==> config.mk <==
export PLATFORM = sky130hd
export DESIGN_NAME = ipv4_text_to_bytes_parser_core
export DESIGN_NICKNAME = d
export VERILOG_FILES = /design/src/hw/rtl/ipv4tb_pkg.sv /design/src/hw/rtl/ipv4tb_front.sv /design/src/hw/rtl/ipv4tb_queue.sv /design/src/hw/rtl/ipv4tb_back.sv /design/src/hw/rtl/ipv4_text_to_bytes_parser_core.sv
export VERILOG_INCLUDE_DIRS = /design/src /design/src/hw/rtl
export SDC_FILE = /design/constraint.sdc
export NUM_CORES = 1
export LEC_CHECK = 0
export BUFFER_PORTS_ARGS = -buffer_cell sky130_fd_sc_hd__buf_2
export CELL_PAD_IN_SITES_DETAIL_PLACEMENT = 1
export CELL_PAD_IN_SITES_GLOBAL_PLACEMENT = 1
export CORE_MARGIN = 8
export CORE_UTILIZATION = 48
export CTS_CLUSTER_SIZE = 12
export DETAILED_ROUTE_END_ITERATION = 8
export HOLD_SLACK_MARGIN = 0.06
export PLACE_DENSITY_LB_ADDON = 0.1
export SETUP_SLACK_MARGIN = 0.2
export SYNTH_ARGS = -nofsm -noshare
export SYNTH_HDL_FRONTEND = slang
export SYNTH_HIERARCHICAL = 1
export SYNTH_SLANG_ARGS = --single-unit
export TNS_END_PERCENT = 30
==> constraint.sdc <==
create_clock -name clock -period 5.35 [get_ports clock]
set_input_delay 0.2675 -clock clock [delete_from_list [all_inputs] [get_ports clock]]
set_output_delay 0.2675 -clock clock [all_outputs]
set_load 0.01 [all_outputs]
==> src/hw/rtl/ipv4_text_to_bytes_parser_core_macros.svh <==
// Assertion macros shared by the IPv4 text parser RTL.
// Each macro samples on the rising clock edge and is disabled while reset is high.
`ifndef IPV4_TEXT_TO_BYTES_PARSER_CORE_MACROS_SVH
`define IPV4_TEXT_TO_BYTES_PARSER_CORE_MACROS_SVH

// The consequence must hold in the same cycle as the trigger.
`define IPV4TB_ASSERT_SAME(label, trig, cons, msg) \
   label: assert property (@(posedge clock) disable iff (reset) (trig) |-> (cons)) \
      else $error(msg);

// The consequence must hold in the cycle after the trigger.
`define IPV4TB_ASSERT_NEXT(label, trig, cons, msg) \
   label: assert property (@(posedge clock) disable iff (reset) (trig) |=> (cons)) \
      else $error(msg);

`endif

==> src/hw/rtl/ipv4tb_pkg.sv <==
// Shared types and constants for the IPv4 dotted-text parser.
// Used by every module of the block; depends on nothing else.
package ipv4tb_pkg;

   localparam logic [7:0] CHAR_ZERO = 8'h30;
   localparam logic [7:0] CHAR_NINE = 8'h39;
   localparam logic [7:0] CHAR_DOT  = 8'h2E;

   localparam logic [1:0] STATUS_OK       = 2'd0;
   localparam logic [1:0] STATUS_SYNTAX   = 2'd1;
   localparam logic [1:0] STATUS_NOT_IPV4 = 2'd2;

   localparam logic [2:0] DOT_LIMIT = 3'd4;
   localparam logic [2:0] BYTES_ALL = 3'd4;

   localparam int unsigned QUEUE_DEPTH = 4;

   typedef struct packed {
      logic [7:0] text_char;
      logic       last_char;
   } req_type;

   typedef struct packed {
      logic [1:0]  parse_status;
      logic [2:0]  bytes_written;
      logic [31:0] address_value;
   } rsp_type;

   // One character after classification.
   typedef struct packed {
      logic       is_digit;
      logic       is_dot;
      logic [3:0] digit;
      logic       last_char;
   } token_type;

endpackage

==> src/hw/rtl/ipv4tb_front.sv <==
// Input stage: accepts characters and classifies them into tokens.
// Uses ipv4tb_pkg; feeds ipv4tb_queue.
module ipv4tb_front (
   input  logic                  clock,
   input  logic                  reset,
   input  logic                  req_valid,
   output logic                  req_stall,
   input  ipv4tb_pkg::req_type   req_data,
   input  logic                  queue_full,
   output logic                  push,
   output ipv4tb_pkg::token_type push_token
);

   logic                  tok_valid_ff, tok_valid_in;
   ipv4tb_pkg::token_type tok_ff, tok_in;
   logic                  accept;

   always_comb begin
      push      = tok_valid_ff && !queue_full;
      req_stall = tok_valid_ff && queue_full;
      accept    = req_valid && !req_stall;

      tok_in.is_digit  = (req_data.text_char >= ipv4tb_pkg::CHAR_ZERO) &&
                         (req_data.text_char <= ipv4tb_pkg::CHAR_NINE);
      tok_in.is_dot    = (req_data.text_char == ipv4tb_pkg::CHAR_DOT);
      tok_in.digit     = 4'(req_data.text_char - ipv4tb_pkg::CHAR_ZERO);
      tok_in.last_char = req_data.last_char;

      if (accept) begin
         tok_valid_in = 1'b1;
      end else if (push) begin
         tok_valid_in = 1'b0;
      end else begin
         tok_valid_in = tok_valid_ff;
      end
   end

   always_ff @(posedge clock) begin
      if (reset) begin
         tok_valid_ff <= 1'b0;
      end else begin
         tok_valid_ff <= tok_valid_in;
      end
   end

   always_ff @(posedge clock) begin
      if (accept) begin
         tok_ff <= tok_in;
      end
   end

   assign push_token = tok_ff;

endmodule

==> src/hw/rtl/ipv4tb_queue.sv <==
// Short token queue between the classifier and the parser back end.
// Uses ipv4tb_pkg for the token type.
module ipv4tb_queue #(
   parameter int unsigned DEPTH = ipv4tb_pkg::QUEUE_DEPTH
) (
   input  logic                  clock,
   input  logic                  reset,
   input  logic                  push,
   input  ipv4tb_pkg::token_type push_token,
   output logic                  full,
   input  logic                  pop,
   output ipv4tb_pkg::token_type pop_token,
   output logic                  not_empty
);

   localparam int unsigned PTR_W = $clog2(DEPTH);
   localparam int unsigned CNT_W = $clog2(DEPTH + 1);

   ipv4tb_pkg::token_type mem_ff [DEPTH];
   logic [PTR_W-1:0]      wr_ptr_ff, wr_ptr_in;
   logic [PTR_W-1:0]      rd_ptr_ff, rd_ptr_in;
   logic [CNT_W-1:0]      count_ff, count_in;
   logic                  do_push, do_pop;

   always_comb begin
      full      = (count_ff == CNT_W'(DEPTH));
      not_empty = (count_ff != '0);
      do_push   = push && !full;
      do_pop    = pop && not_empty;

      wr_ptr_in = wr_ptr_ff;
      if (do_push) begin
         wr_ptr_in = (wr_ptr_ff == PTR_W'(DEPTH - 1)) ? '0 : wr_ptr_ff + 1'b1;
      end
      rd_ptr_in = rd_ptr_ff;
      if (do_pop) begin
         rd_ptr_in = (rd_ptr_ff == PTR_W'(DEPTH - 1)) ? '0 : rd_ptr_ff + 1'b1;
      end

      unique case ({do_push, do_pop})
         2'b10:   count_in = count_ff + 1'b1;
         2'b01:   count_in = count_ff - 1'b1;
         default: count_in = count_ff;
      endcase
   end

   always_ff @(posedge clock) begin
      if (reset) begin
         wr_ptr_ff <= '0;
         rd_ptr_ff <= '0;
         count_ff  <= '0;
      end else begin
         wr_ptr_ff <= wr_ptr_in;
         rd_ptr_ff <= rd_ptr_in;
         count_ff  <= count_in;
      end
   end

   always_ff @(posedge clock) begin
      if (do_push) begin
         mem_ff[wr_ptr_ff] <= push_token;
      end
   end

   assign pop_token = mem_ff[rd_ptr_ff];

endmodule

==> src/hw/rtl/ipv4tb_back.sv <==
// Parser back end: accumulates components, counts dots and builds the result word.
// Uses ipv4tb_pkg and the assertion macros; reads tokens from ipv4tb_queue.
`include "ipv4_text_to_bytes_parser_core_macros.svh"

module ipv4tb_back (
   input  logic                  clock,
   input  logic                  reset,
   input  logic                  tok_valid,
   input  ipv4tb_pkg::token_type tok,
   output logic                  pop,
   output logic                  rsp_valid,
   input  logic                  rsp_stall,
   output ipv4tb_pkg::rsp_type   rsp_data
);

   logic [31:0] acc_ff, acc_in, acc_step;
   logic [23:0] bytes_ff, bytes_in, bytes_step;
   logic [1:0]  cnt_ff, cnt_in, cnt_step;
   logic [2:0]  dot_ff, dot_in, dot_step;
   logic        err_ff, err_in, err_step;
   logic        start_ff, start_in, start_step;

   logic                rsp_valid_ff, rsp_valid_in;
   ipv4tb_pkg::rsp_type rsp_data_ff, rsp_data_in;
   logic [31:0]         head, tail;
   logic                finish;

   always_comb begin
      // A character that ends an address needs room in the result register.
      pop    = tok_valid && (!tok.last_char || !rsp_valid_ff || !rsp_stall);
      finish = pop && tok.last_char;

      dot_step = dot_ff;
      if (tok.is_dot && (dot_ff < ipv4tb_pkg::DOT_LIMIT)) begin
         dot_step = dot_ff + 3'd1;
      end

      acc_step   = acc_ff;
      bytes_step = bytes_ff;
      cnt_step   = cnt_ff;
      err_step   = err_ff;
      start_step = start_ff;
      if (!err_ff) begin
         priority if (tok.is_digit) begin
            acc_step   = (acc_ff << 3) + (acc_ff << 1) + {28'd0, tok.digit};
            start_step = 1'b0;
         end else if (tok.is_dot && !start_ff) begin
            if (cnt_ff != 2'd3) begin
               bytes_step = {bytes_ff[15:0], acc_ff[7:0]};
               cnt_step   = cnt_ff + 2'd1;
            end
            acc_step   = '0;
            start_step = 1'b1;
         end else begin
            err_step = 1'b1;
         end
      end

      // The last component fills every byte not taken by a stored one.
      unique case (cnt_step)
         2'd0: begin
            head = '0;
            tail = acc_step;
         end
         2'd1: begin
            head = {bytes_step[7:0], 24'd0};
            tail = {8'd0, acc_step[23:0]};
         end
         2'd2: begin
            head = {bytes_step[15:0], 16'd0};
            tail = {16'd0, acc_step[15:0]};
         end
         default: begin
            head = {bytes_step[23:0], 8'd0};
            tail = {24'd0, acc_step[7:0]};
         end
      endcase

      priority if (dot_step > 3'd3) begin
         rsp_data_in.parse_status  = ipv4tb_pkg::STATUS_NOT_IPV4;
         rsp_data_in.bytes_written = '0;
         rsp_data_in.address_value = '0;
      end else if (err_step || start_step) begin
         rsp_data_in.parse_status  = ipv4tb_pkg::STATUS_SYNTAX;
         rsp_data_in.bytes_written = {1'b0, cnt_step};
         rsp_data_in.address_value = head;
      end else begin
         rsp_data_in.parse_status  = ipv4tb_pkg::STATUS_OK;
         rsp_data_in.bytes_written = ipv4tb_pkg::BYTES_ALL;
         rsp_data_in.address_value = head | tail;
      end

      acc_in   = acc_ff;
      bytes_in = bytes_ff;
      cnt_in   = cnt_ff;
      dot_in   = dot_ff;
      err_in   = err_ff;
      start_in = start_ff;
      if (finish) begin
         acc_in   = '0;
         bytes_in = '0;
         cnt_in   = '0;
         dot_in   = '0;
         err_in   = 1'b0;
         start_in = 1'b1;
      end else if (pop) begin
         acc_in   = acc_step;
         bytes_in = bytes_step;
         cnt_in   = cnt_step;
         dot_in   = dot_step;
         err_in   = err_step;
         start_in = start_step;
      end

      if (finish) begin
         rsp_valid_in = 1'b1;
      end else if (!rsp_stall) begin
         rsp_valid_in = 1'b0;
      end else begin
         rsp_valid_in = rsp_valid_ff;
      end
   end

   always_ff @(posedge clock) begin
      if (reset) begin
         acc_ff       <= '0;
         bytes_ff     <= '0;
         cnt_ff       <= '0;
         dot_ff       <= '0;
         err_ff       <= 1'b0;
         start_ff     <= 1'b1;
         rsp_valid_ff <= 1'b0;
      end else begin
         acc_ff       <= acc_in;
         bytes_ff     <= bytes_in;
         cnt_ff       <= cnt_in;
         dot_ff       <= dot_in;
         err_ff       <= err_in;
         start_ff     <= start_in;
         rsp_valid_ff <= rsp_valid_in;
      end
   end

   always_ff @(posedge clock) begin
      if (finish) begin
         rsp_data_ff <= rsp_data_in;
      end
   end

   assign rsp_valid = rsp_valid_ff;
   assign rsp_data  = rsp_data_ff;

   `IPV4TB_ASSERT_NEXT(a_result_after_last, finish, rsp_valid_ff, "final character gave no result")
   `IPV4TB_ASSERT_NEXT(a_state_cleared, finish, (dot_ff == '0) && start_ff && (cnt_ff == '0) && !err_ff && (acc_ff == '0), "parser state not cleared after an address")
   `IPV4TB_ASSERT_SAME(a_not_ipv4_empty, rsp_valid_ff && (rsp_data_ff.parse_status == ipv4tb_pkg::STATUS_NOT_IPV4), (rsp_data_ff.bytes_written == '0) && (rsp_data_ff.address_value == '0), "too many dots but bytes reported")
   `IPV4TB_ASSERT_SAME(a_ok_all_bytes, rsp_valid_ff && (rsp_data_ff.parse_status == ipv4tb_pkg::STATUS_OK), rsp_data_ff.bytes_written == ipv4tb_pkg::BYTES_ALL, "good address without four bytes")

endmodule

==> src/hw/rtl/ipv4_text_to_bytes_parser_core.sv <==
// IPv4 dotted-text parser, top level.
// Instantiates ipv4tb_front, ipv4tb_queue and ipv4tb_back; types from ipv4tb_pkg.
//
// Usage:
// The req channel takes one ASCII character per word, with last_char set on the
// final character of an address. The rsp channel gives one word per address:
// parse_status, bytes_written and the address packed big-endian.
// A word is moved on a rising edge with valid high and stall low.
// Throughput is one character per cycle while req_stall is low; the accumulator update (a times-ten
// shift-add) in the back end is the one step per character.
// After the final character is accepted, the result passes the classifier register,
// the token queue and the result register before it is presented.
// While rsp_stall is high the result is held and the back end still parses
// characters of the next address; the final character waits in the queue, and
// req_stall rises once the queue of QUEUE_DEPTH tokens and the classifier
// register are full.
// Reset (synchronous, active high) empties the queue, drops any result and
// returns the parser to the start of an address; it is ready the next cycle.
module ipv4_text_to_bytes_parser_core #(
   parameter int unsigned QUEUE_DEPTH = ipv4tb_pkg::QUEUE_DEPTH
) (
   input  logic                clock,
   input  logic                reset,
   input  logic                req_valid,
   output logic                req_stall,
   input  ipv4tb_pkg::req_type req_data,
   output logic                rsp_valid,
   input  logic                rsp_stall,
   output ipv4tb_pkg::rsp_type rsp_data
);

   logic                  queue_full;
   logic                  push;
   ipv4tb_pkg::token_type push_token;
   logic                  pop;
   ipv4tb_pkg::token_type pop_token;
   logic                  not_empty;

   ipv4tb_front u_front (
      .clock      (clock),
      .reset      (reset),
      .req_valid  (req_valid),
      .req_stall  (req_stall),
      .req_data   (req_data),
      .queue_full (queue_full),
      .push       (push),
      .push_token (push_token)
   );

   ipv4tb_queue #(
      .DEPTH (QUEUE_DEPTH)
   ) u_queue (
      .clock      (clock),
      .reset      (reset),
      .push       (push),
      .push_token (push_token),
      .full       (queue_full),
      .pop        (pop),
      .pop_token  (pop_token),
      .not_empty  (not_empty)
   );

   ipv4tb_back u_back (
      .clock     (clock),
      .reset     (reset),
      .tok_valid (not_empty),
      .tok       (pop_token),
      .pop       (pop),
      .rsp_valid (rsp_valid),
      .rsp_stall (rsp_stall),
      .rsp_data  (rsp_data)
   );

endmodule

==> summary.txt <==
Outcome
  – Status: finished, final reports clean

Final layout
  – Non-filler cells, final: 1,086
  – Filler cells: 1,841
  – # nets final: around 930
  – Layout area overhead: 12.6%
  – Fin area: 9020 sq um
  – Antenna Cells: 0
  – Share of cells above drive strength 1: 15.2%

Global routing
  – Vias in the first global route: 6,766
  – Largest net degree at the start of global routing: between 40 and 50
  – Global Route Usage Sum: approximately 22%
  – Grt ovf: 0
  – Initial antenna violation count: 0
  – First-pass GRT wire length: around 37,000 um

Placement
  – RD Place Congestion: 0.885
  – Pre-CTS setup slack: ~1.1 ns
  – Port bufs: a little over 50
  – DP HPWL: 16,800 um
  – Placed cell areas: between 8000 and 9000 sq um
  – Placed Instances: 1,048

Timing
  – Slew margin rel.: about a third
  – Setup_tns: 0 ns
  – FMAX: 235 MHz
  – Final setup fails: 0
  – Clk_skew: around 0.012 ns
  – Fin crit period: 4.26 ns
  – RSZ-0062 raised after global routing: no
  – Final hold viol count: 0
  – Worst slew pin tran: between 1 and 1.5 ns
  – Pins Over Slew Limit: 0
  – Final cycle utilization of the critical path: between 70% and 80%
  – Final worst setup slack: approximately 1.1 ns

Worst setup path
  – WP data arrival: 4.41 ns
  – Startpoint types: flip-flop
  – Reg2reg path depth: 12
  – Crit Path Category: reg -> reg
  – Worst Setup End Kind: flip-flop
  – Req. time, crit path: about 5.5 ns
  – CP max FO: 7

Routing
  – DR pass1 iterations: 5
  – Number of nets with antenna violations after routing: 0
  – Initial DRC count: 335
  – Post-route DRC violation count: 0
  – WL/cell: between 20 and 25 um
  – Vias per cell: roughly 5.9
  – DR vias: approximately 6,400
  – Final WL: ~23,000 um

Clocking
  – Skew-Pair Late Insertion Delay: roughly 0.43 ns
  – Post-CTS Resized: 0
  – CTS Buf Count: 17
  – H-tree lvl count: 4
  – Clk pin slew, worst setup/hold paths: approximately 0.070 ns
  – Clock Tree Root: clkbuf_16
  – Sink Count: about 150
  – TritonCTS clock tree: done
  – Clk buf depth: 2

Yosys
  – Async SR Flop Fraction: 0%
  – Post-synth top cells: nand2_1, a21oi_1, dfxtp_1, edfxtp_1, nor2_1
  – Post-synthesis sequential area ratio: between 40% and 50%
  – Post-synthesis mux area share: between 5 and 6%
  – Synth Area in Compound Gates: 17.1%
  – Post-Synth XOR/XNOR Area: 3.61%
  – Most frequent cell after synthesis: nand2_1
  – Seq cells post-synth: around 150
  – Main combinational cell family by area after synthesis: compound AO/OA/AOI/OAI gates
  – Simple-gate share of the synthesized area: ~14%
  – Top FF cell, synth: dfxtp_1
  – Synth area leader: edfxtp_1
  – Synth Area per Inst: around 10 sq um
  – Top cell type's share of synthesized area: a little over a quarter
  – Synth Area in Adders: between 10% and 20%
  – YS warnings: 6
  – Post-synth cell types: between 70 and 80
  – Mapped cell area: 8010 sq um
  – Dominant cells by area after synthesis: edfxtp_1, dfxtp_1, ha_1
  – Mapped Cells: 810
  – Post-synth EDFFs: between 70 and 80
  – Syn Nets: 891

Floorplan
  – Starting Density: about half
  – Die area: approximately 21,000 sq um
  – Ports: 52
  – Die Width: 145 um
  – DIE HEIGHT: around 150 um
  – Core Box Area: roughly 16,000 sq um
  – # rows: between 40 and 50

Hold path
  – Worst Hold Launch: rsp_stall
  – Hold crit path type: in -> reg
  – Worst Hold Depth: 3

Power and ir drop
  – Final Power: around 3.4 mW
  – Worst VDD drop: roughly 0.00023 V
  – PD cells: about 370 nW/um^2
  – P_leak: ~3.6 nW

Flow run
  – Max cap viols: 0
-- cell families (layout without fill, tap and decap cells) --
| logic type | count (synthesis) | in the layout |
|---|---|---|
| xor gates and xnor gates | 33 | 33 |
| DFF | 145 | 145 |
| muxes | 34 | 34 |
| AOI/OAI and AO/OA | 214 | 214 |
| and+or+nand+nor | 251 | 251 |
| adders and majority gates | 68 | 68 |
| buffers and inverters | 65 | 121 |
-- registers in the layout (all words and copies together), names as in the netlist, 2 cells and up, named ones only --
| name | count |
|---|---|
| u_back/dot_ff | 3 |
| u_queue/count_ff | 3 |
| u_back/rsp_data | 37 |
| u_back/cnt_ff | 2 |
| u_back/bytes_ff | 24 |
| u_back/acc_ff | 31 |
| u_queue/mem_ff | 28 |
| u_queue/rd_ptr_ff | 2 |
| u_front/push_token | 7 |
| u_queue/wr_ptr_ff | 2 |
-- per-stage QoR --
step	util, %	hold slack, ns
5_1_grt	54.8	0.179
6_report	54.8	0.171
3_3_place_gp	51.0	0.442
3_5_place_dp	51.0	0.448
4_1_cts	54.8	0.159
2_1_floorplan	-	0.337
-- critical path, stage by stage, from the launching register on --
cell and delay (ns):
dfxtp_1 0.61, mux4_2 0.57, inv_1 0.10, fa_1 0.46
fa_1 0.50, nand2b_1 0.22, a21oi_2 0.23, o311ai_4 0.12
o41ai_2 0.45, a221oi_2 0.16, o21a_1 0.22, xnor2_1 0.21
o22ai_1 0.12
-- what timing repair did --
action,4_1_cts,5_1_grt
hold buffers,6,0
hold endpoints to repair,6,0
buffers inserted,0,0
-- worst paths after layout --
check / endpoint / slack [ns]
max reg2reg: u_back/rsp_data[24] / 1.09
max: u_back/rsp_data[24] / 1.09
min reg2reg: u_back/bytes_ff[23] / 0.46
min: u_back/rsp_valid / 0.17
-- layout make-up --
type,count,area [sq um],share of cell area [%]
tap,220,275,3.05
clock buffer,18,439,4.87
inverter,26,97.6,1.08
clock inverter,14,121,1.35
multi-input combinational,600,4100,45.5
timing repair buffer,63,360,4.00
sequential,145,3620,40.2
-- layout by cell type (no fill, tap or decap), types with 5 or more instances in the layout --
| cell type | count |
|---|---|
| a21oi_1 | 77 |
| mux2_2 | 11 |
| mux2i_1 | 16 |
| o21bai_1 | 5 |
| nand2_1 | 118 |
| buf_4 | 6 |
| o22ai_1 | 14 |
| xnor2_1 | 16 |
| clkbuf_16 | 17 |
| nor2b_1 | 5 |
| nor3_1 | 10 |
| ha_1 | 65 |
| and3_1 | 7 |
| a22oi_1 | 12 |
| xor2_1 | 17 |
| inv_6 | 7 |
| a21o_1 | 10 |
| dlygate4sd3_1 | 6 |
| dfxtp_1 | 73 |
| a31oi_1 | 5 |
| nor2_1 | 68 |
| buf_2 | 51 |
| mux4_2 | 7 |
| edfxtp_1 | 72 |
| o21ai_0 | 47 |
| inv_1 | 25 |
| nand3_1 | 11 |
-- layer usage --
metal  GRT usage (%)  part of all wire (%)  vias up  wire length (um)
met5               0                     0        -                 0
met4            9.37                   3.2        0               738
met3            4.76                   4.4       52              1020
met2            38.5                    50      148             11600
met1            26.3                    42     3170              9660
li1                -                     -     3029                 -
-- power by group --
part,internal [mW],total (mW),switching (mW)
Combinational,0.259,0.802,0.543
Clock,0.621,1.13,0.513
Sequential,1.33,1.42,0.0935
Power figures use the tool's default switching activity.
